<file path="src/design/lu_matrix_inverse_top_assert.svh">
// Assertion macros used by the matrix inverse top level
`ifndef LU_MATRIX_INVERSE_TOP_ASSERT_SVH
`define LU_MATRIX_INVERSE_TOP_ASSERT_SVH

// Implication checked every clock, ignored during reset
`define LMI_ASSERT_IMP(label, clk, rst, ante, cons, msg) \
   label: assert property (@(posedge clk) disable iff (rst) (ante) |-> (cons)) \
      else $error(msg);

// Next-cycle implication checked every clock, ignored during reset
`define LMI_ASSERT_NEXT(label, clk, rst, ante, cons, msg) \
   label: assert property (@(posedge clk) disable iff (rst) (ante) |=> (cons)) \
      else $error(msg);

`endif

</file>
<file path="src/design/lmi_pkg.sv">
// ----------------------------------------------------------------------------
// lmi_pkg
// Shared constants, types and arithmetic helpers for the LU matrix inverse.
// ----------------------------------------------------------------------------
package lmi_pkg;

   localparam int MaxSize   = 8;
   localparam int IdxW      = $clog2(MaxSize);
   localparam int AddrW     = 2 * IdxW;
   localparam int FracBits  = 16;
   localparam int WordW     = 32;
   localparam int AccW      = 48;
   localparam int QuoW      = WordW + FracBits + 1;
   localparam int DivStepW  = $clog2(QuoW + 1);

   typedef logic signed [WordW-1:0] word_type;
   typedef logic signed [AccW-1:0]  acc_type;

   // Control sequencer states
   typedef enum logic [4:0] {
      ST_LOAD,
      ST_D_RD,     // issue read of L(i,k), or of the target entry
      ST_D_MAC,    // issue read of U(k,j); register L(i,k)
      ST_D_ACC,    // multiply L(i,k) by U(k,j)
      ST_D_FIN,    // read pivot; register target entry
      ST_D_PIV,    // form numerator, check pivot
      ST_D_NUM,    // accumulate product
      ST_D_DIV,    // start divider
      ST_D_WR,     // write back
      ST_CHK_RD,
      ST_CHK,
      ST_I_RD,
      ST_I_MAC,
      ST_I_ACC,
      ST_I_PIV,
      ST_I_NUM,
      ST_I_DIV,
      ST_I_WR,
      ST_OUT_RD,
      ST_OUT
   } state_type;

   // Saturate a 48-bit value to a 32-bit word
   function automatic word_type sat32(input acc_type v);
      acc_type wmax;
      acc_type wmin;
      wmax = acc_type'(signed'({1'b0, {(WordW-1){1'b1}}}));
      wmin = -wmax - acc_type'(1);
      if (v > wmax)      sat32 = {1'b0, {(WordW-1){1'b1}}};
      else if (v < wmin) sat32 = {1'b1, {(WordW-1){1'b0}}};
      else               sat32 = v[WordW-1:0];
   endfunction

   // Saturating 48-bit add of a rescaled product
   function automatic acc_type acc_add(input acc_type a, input acc_type p);
      logic signed [AccW:0] s;
      s = {a[AccW-1], a} + {p[AccW-1], p};
      if (s[AccW] != s[AccW-1])
         acc_add = s[AccW] ? {1'b1, {(AccW-1){1'b0}}} : {1'b0, {(AccW-1){1'b1}}};
      else
         acc_add = s[AccW-1:0];
   endfunction

endpackage

</file>
<file path="src/design/lmi_divider.sv">
// ----------------------------------------------------------------------------
// lmi_divider
// Restoring divider, one quotient bit per cycle: (num << 16) / den,
// truncated toward zero and saturated to 32 bits.
// ----------------------------------------------------------------------------
module lmi_divider (
   input  logic                clock,
   input  logic                reset,
   input  logic                start,
   input  lmi_pkg::word_type   num,
   input  lmi_pkg::word_type   den,
   output logic                done,
   output lmi_pkg::word_type   quo
);

   localparam int QW = lmi_pkg::QuoW;

   logic [QW-1:0]                 dvd_ff, dvd_in;
   logic [lmi_pkg::WordW:0]       rem_ff, rem_in;
   logic [lmi_pkg::WordW:0]       den_ff, den_in;
   logic                          neg_ff, neg_in;
   logic [lmi_pkg::DivStepW-1:0]  cnt_ff, cnt_in;
   logic                          busy_ff, busy_in;
   logic                          done_ff, done_in;

   logic [lmi_pkg::WordW:0]       shifted;
   logic [lmi_pkg::WordW+1:0]     trial;
   logic [QW-1:0]                 mag_num;

   always_comb begin
      mag_num = num[lmi_pkg::WordW-1] ? QW'(-{{(QW-lmi_pkg::WordW){num[lmi_pkg::WordW-1]}},
                num}) : QW'({{(QW-lmi_pkg::WordW){1'b0}}, num});
      dvd_in  = dvd_ff;
      rem_in  = rem_ff;
      den_in  = den_ff;
      neg_in  = neg_ff;
      cnt_in  = cnt_ff;
      busy_in = busy_ff;
      done_in = 1'b0;
      shifted = {rem_ff[lmi_pkg::WordW-1:0], dvd_ff[QW-1]};
      trial   = {1'b0, shifted} - {1'b0, den_ff};
      // load operands as magnitudes
      if (start) begin
         dvd_in  = mag_num << lmi_pkg::FracBits;
         rem_in  = '0;
         den_in  = den[lmi_pkg::WordW-1] ? (lmi_pkg::WordW+1)'(-{den[lmi_pkg::WordW-1], den})
                                         : {1'b0, den};
         neg_in  = num[lmi_pkg::WordW-1] ^ den[lmi_pkg::WordW-1];
         cnt_in  = lmi_pkg::DivStepW'(QW);
         busy_in = 1'b1;
      end else if (busy_ff) begin
         // advance one quotient bit
         if (!trial[lmi_pkg::WordW+1]) begin
            rem_in = trial[lmi_pkg::WordW:0];
            dvd_in = {dvd_ff[QW-2:0], 1'b1};
         end else begin
            rem_in = shifted;
            dvd_in = {dvd_ff[QW-2:0], 1'b0};
         end
         cnt_in = cnt_ff - 1'b1;
         if (cnt_ff == lmi_pkg::DivStepW'(1)) begin
            busy_in = 1'b0;
            done_in = 1'b1;
         end
      end
   end

   always_ff @(posedge clock) begin
      if (reset) begin
         busy_ff <= 1'b0;
         done_ff <= 1'b0;
         cnt_ff  <= '0;
      end else begin
         busy_ff <= busy_in;
         done_ff <= done_in;
         cnt_ff  <= cnt_in;
      end
      dvd_ff <= dvd_in;
      rem_ff <= rem_in;
      den_ff <= den_in;
      neg_ff <= neg_in;
   end

   // sign and saturate the finished quotient magnitude
   always_comb begin
      if (!neg_ff && (dvd_ff > QW'(32'h7FFF_FFFF)))
         quo = {1'b0, {(lmi_pkg::WordW-1){1'b1}}};
      else if (neg_ff && (dvd_ff > QW'(32'h8000_0000)))
         quo = {1'b1, {(lmi_pkg::WordW-1){1'b0}}};
      else if (neg_ff)
         quo = -dvd_ff[lmi_pkg::WordW-1:0];
      else
         quo = dvd_ff[lmi_pkg::WordW-1:0];
   end
   assign done = done_ff;

endmodule

</file>
<file path="config.mk">
export PLATFORM = sky130hd
export DESIGN_NAME = lmi_divider
export DESIGN_NICKNAME = d
export VERILOG_FILES = /design/src/design/lu_matrix_inverse_top_assert.svh /design/src/design/lmi_pkg.sv /design/src/design/lmi_divider.sv
export SDC_FILE = /design/constraint.sdc
export NUM_CORES = 1
export LEC_CHECK = 0
export ABC_AREA = 1
export BUFFER_PORTS_ARGS = -buffer_cell sky130_fd_sc_hd__buf_2
export CORE_MARGIN = 1
export CORE_UTILIZATION = 61
export CTS_CLUSTER_SIZE = 30
export DETAILED_ROUTE_END_ITERATION = 12
export HOLD_SLACK_MARGIN = 0.03
export PLACE_DENSITY = 0.82
export SYNTH_ARGS = -nofsm -noshare
export SYNTH_HDL_FRONTEND = slang
export SYNTH_SLANG_ARGS = --single-unit
</file>
<file path="constraint.sdc">
create_clock -name clock -period 3.25 [get_ports clock]
set_input_delay 0.65 -clock clock [delete_from_list [all_inputs] [get_ports clock]]
set_output_delay 0.65 -clock clock [all_outputs]
set_load 0.03 [all_outputs]
</file>
**Yosys cells after proc, flatten, opt, wreduce, memory -nomap -nowiden**

Cells that the tools add are included.

- Input port bits: 67
- Output and inout bits: 33
- Flip-flop bits (word level): 123

- Multiplexer cells: 15
- Reduce and logical (&&, ||, !) cells: 6
- Equal/unequal tests: 1
- Bitwise gates (word level): 2
- Add/subtract/negate cells: 5
- Magnitude comparators: 2

Operators by type and width:

| cell | count |
|---|---|
| 32-bit two-way mux | 4 |
| 49-bit two-way mux | 2 |
| 33-bit negation | 2 |
| 49-bit by 31-bit > comparator with 1-bit output, second input constant | 1 |
| 49-bit by 32-bit > comparator with 1-bit output, second input constant | 1 |
| 33-bit by 33-bit subtractor with 34-bit output | 1 |
| 33-bit two-way mux | 1 |
| 32-bit negation | 1 |
| 31-bit two-way mux | 1 |
| 6-bit two-way mux | 2 |
| 6-bit by 1-bit equality test with 1-bit output, second input constant | 1 |
| 6-bit by 1-bit subtractor with 6-bit output, second input constant | 1 |
| 1-bit two-way mux | 5 |
| 3-bit OR reduction | 1 |
| 1-bit logical AND | 2 |
| 2-bit nonzero test | 1 |
| 2-bit OR reduction | 1 |
| 1-bit zero test | 1 |
| 1-bit NOT | 1 |
| 1-bit XOR | 1 |

**Depth between registers and ports, before layout**

- Word-level depth: 4
- Mapped depth: 17

**Worst setup path after synthesis**

Ideal clock, no wire load.

- Path kind: reg-to-output
- Start point: register dvd_ff[0]
- End point: output port quo[0]
- Buffers on the path: 0
- Slack: 0.542 ns
- Arrival time: 2.058 ns
- Cell stages (with the launch flop): 11
- Path through: dfxtp_1 inv_1 ha_1 nand4_2 nor2_4 nand2_1 nor2_1 nand2_1 nand3_2 inv_1 o21ai_0

- Word-level cells in the longest chain between the ends: 4
- Elaborated cells between the ends (all ways): 8

RTL lines:

| item | RTL line | source |
|---|---|---|
| start, declared | lmi_divider.sv:18 | `logic [QW-1:0] dvd_ff, dvd_in;` |
| start signal, assigned | lmi_divider.sv:78 | `dvd_ff <= dvd_in;` |
| 32-bit negation / 49-bit by 32-bit > comparator with 1-bit output (equally long branches) | lmi_divider.sv:91, lmi_divider.sv:88 |  |
| 32-bit two-way mux / 1-bit logical AND (equally long branches) | lmi_divider.sv:90, lmi_divider.sv:88 |  |
| 32-bit two-way mux | lmi_divider.sv:88 | `else if (neg_ff && (dvd_ff > QW'(32'h8000_0000)))` |
| 32-bit two-way mux (*) | lmi_divider.sv:86 | `if (!neg_ff && (dvd_ff > QW'(32'h7FFF_FFFF)))` |
| end, declared | lmi_divider.sv:13 | `output lmi_pkg::word_type quo` |

Every way passes the cells marked *; elsewhere a longest branch is shown, timed or not.

**Final worst setup path**

- Start point: register dvd_ff[13]
- End point: output port quo[6]

- Word-level cells in the longest chain between the ends: 4
- Elaborated cells between the ends (all ways): 6

RTL lines:

| item | RTL line |
|---|---|
| 49-bit by 32-bit > comparator with 1-bit output | lmi_divider.sv:88 |
| 1-bit logical AND | lmi_divider.sv:88 |
| 32-bit two-way mux | lmi_divider.sv:88 |
| 32-bit two-way mux (*) | lmi_divider.sv:86 |

Marks and branches as above.

==> reports/results.tsv <==
stage	metric	value	unit
sta	fin_crit	3.10	ns
synthesis	ys_warn_count	0	
die	die_h	132	microns
routing	vias_per_cell	5.48	
clock_network	clock-sinks	123	
hold_path	hold_path.class	input pin to flop	
run	max_cap_viol_count	0	
sta	hold_violations	0	
power	combPwrFrac	0.214	
sta	slew_headroom	0.572	
global_route	antenna_found_initial	0	
sta	tns	0	ns
placement	place_area	11000	sq um
power	irDropWorstVdd	421	uV
die	pin_count	100	
setup_path	path_max_fanout	31	
sta	setup_violations	0	
sta	rsz0062_at_grt	false	
global_route	grt_max_degree	55	
setup_path	path_cells	nand4_1 -> nor4_1 -> nand3_1 -> nand2_1 -> nand2_1 -> buf_4 -> o21ai_0 -> buf_2	
clock_network	cts.path.max_buffers	2	
setup_path	cp_slowest_cell	nor4_1	
clock_network	cts_max_level	4	
routing	wl_per_cell	14.7	microns
synthesis	synthesis.instances	1650	
setup_path	arrival	2.45	ns
power	swShare	0.320	
setup_path	cp_top_family	simple AND/OR/NAND/NOR gates	
sta	drv_slew	0	
placement	gp_congestion	0.967	
clock_network	cts_buffers	17	
die	core-area	16600	sq um
clock_network	insertion_delay	0.42	ns
clock_network	ctsHoldBuffers	0	
sta	post-route-period-util	0.954	
synthesis	synth_ff_type	edfxtp_1	
synthesis	synth_top_area_cell	nand2_1	
synthesis	synth_area_per_cell	6.26	sq um
routing	drtIter0Drc	1182	
synthesis	syn_nets	1757	
synthesis	synth_seq_cells	123	
synthesis	yosysSeqAreaShare	0.303	
synthesis	synth_edf_count	67	
sta	finalClockSkew	0.00631	ns
setup_path	worstPathRequired	2.60	ns
clock_network	cts_root_buf	clkbuf_16	
placement	hpwl	22200	microns
power	p_int	3.11	mW
finish	syn_to_final_growth	12.2	%
global_route	grt_overflow	0	
synthesis	synth_area_leaders	nand2_1 (20%), edfxtp_1 (19%), dfxtp_1 (11%), inv_1 (9.4%), nand3_1 (6.3%)	
routing	final_antenna_net_count	0	
setup_path	path_common_cell	nand2_1	
die	dieArea	17500	sq um
setup_path	path_buf_inv	2	
global_route	globalRouteTotalUtil	0.333	
setup_path	critPathKind	flop to output pin	
synthesis	synth_top_area_share	0.202	
power	p_clk_frac	0.391	
die	fp.dieW	132	microns
synthesis	ys_async_sr_fraction	0	
global_route	grt_pass1_vias	9374	
clock_network	clk_pin_slew_worst_paths	0.06	ns
finish	layout-drive-gt1-share	0.0981	
routing	drc	0	
synthesis	yosysUniqueCellTypes	46	
die	rows	47	
placement	port_buffers	99	
finish	layout.nets	1847	
synthesis	syn-cell-area	10300	sq um
clock_network	cts_tree	built	
sta	tightest_slew	0.638	ns
power	p_leak	6.02	nW
finish	diodes	0	
die	initial_utilization	0.623	
finish	n_fill_cell	1493	
setup_path	cp_slowest_stage_delay	0.49	ns
finish	design_area	11600	sq um
global_route	grt_pass1_wl	46100	microns
status	status	finished, final reports clean	
setup_path	r2r_setup_slack	0.82	ns
routing	drt-total-wl	29000	microns
sta	max_freq	323	MHz
routing	first_pass_iters	6	
setup_path	end_kind	output pin	
power	p_seq_frac	0.396	
power	power_density	395	nW/um^2
setup_path	critPathLaunchType	flop	
routing	num_vias	10800	
power	p_switching	1.47	mW
[path summary, 6_finish.rpt]
path              startpoint    endpoint  cells after the start
hold / removal         reset   cnt_ff[4]                      2
hold reg to reg   rem_ff[31]  rem_ff[31]                      2
setup reg to reg  den_ff[28]  rem_ff[23]                     12
setup / recovery  dvd_ff[13]      quo[6]                      8
[placed cells by master (no fill, tap or decap), types with 3 or more instances in the layout]
cell and n:
ha_1 38, buf_2 96, clkinv_4 5, buf_4 15, nand4_1 26, nand2_1 557, xnor2_1 23, a21oi_1 46
o21ai_0 59, clkinvlp_4 3, nand3_1 130, dfxtp_1 56, nor4_1 3, nor3_1 29, nor2_1 157, inv_2 8
xor2_1 43, nor2_2 5, inv_1 260, nor3_2 3, nand2_2 4, and2_1 7, o21ai_1 9, clkinv_1 3
edfxtp_1 67, clkbuf_16 17, nand3b_1 22, o22ai_1 25, clkbuf_1 3
[layer usage]
layer | wire (microns) | track usage
met3 | 3350 | 0.0627
met2 | 11600 | 0.462
met5 | 0 | 0
met4 | 356 | 0.0782
met1 | 13600 | 0.525
[synth_stat cells, types with 7 or more instances]
cell type / n
clkbuf_1: 26
ha_1: 39
and2_1: 7
nor2_1: 158
dfxtp_1: 56
buf_4: 8
xor2_1: 43
xnor2_1: 23
edfxtp_1: 67
inv_1: 260
inv_2: 8
o21ai_1: 8
a21oi_1: 46
nand3b_1: 22
nand4_1: 26
nor3_1: 29
nand3_1: 130
o22ai_1: 25
nand2_1: 557
o21ai_0: 60
[power groups by stage]
| stage | combinational (mW) | clock, mW | sequential (mW) |
|---|---|---|---|
| after floorplan | 0.665 | 0 | 1.83 |
| after global placement | 0.936 | 0 | 1.84 |
| after detailed placement | 0.948 | 0 | 1.84 |
| after CTS | 0.953 | 1.80 | 1.81 |
| after global routing | 1.07 | 1.86 | 1.82 |
| final | 0.977 | 1.79 | 1.81 |
[repair_timing]
item / CTS / global route
endpoints found under the setup margin: 0 / 32
buffers inserted: 0 / 1
resized for setup: 0 / 9
[stage by stage]
step / worst slack [ns] / std cells / hold slack, ns / power [mW] / util
floorplan: 0.542 / 1650 / 0.432 / 2.49 / -
global placement: 0.613 / 1940 / 0.454 / 2.77 / 0.663
detailed placement: 0.536 / 1940 / 0.455 / 2.79 / 0.663
CTS: 0.0788 / 1972 / 0.407 / 4.56 / 0.697
global route: 0.000780 / 1973 / 0.417 / 4.75 / 0.699
finish: 0.151 / 1973 / 0.420 / 4.58 / 0.699
[state kept, by name, indices dropped and copies added, names as in the netlist]
register	count
done	1
neg_ff	1
dvd_ff	49
busy_ff	1
rem_ff	32
cnt_ff	6
den_ff	33
[cell type report]
cell class | instances | area, sq um | share of cell area
Tap cell | 220 | 275 | 0.0237
Clock buffer | 20 | 437 | 0.0377
Timing Repair Buffer | 112 | 608 | 0.0524
Inverter | 270 | 1010 | 0.0874
Clock inverter | 12 | 118 | 0.0101
Sequential cell | 123 | 3130 | 0.270
Multi-Input combinational cell | 1216 | 6010 | 0.518
[kinds of logic after synthesis]
family | count (synthesis) | synth area share
buffers and inverters | 311 | 0.117
AND/OR/NAND/NOR | 957 | 0.394
AO/OA/AOI/OAI | 152 | 0.0802
other | 1 | 0.000363
XOR/XNOR | 66 | 0.0560
adder cells (fa/ha/maj) | 40 | 0.0492
flip-flops | 123 | 0.303
No activity file was read; power rests on OpenSTA's default activity.
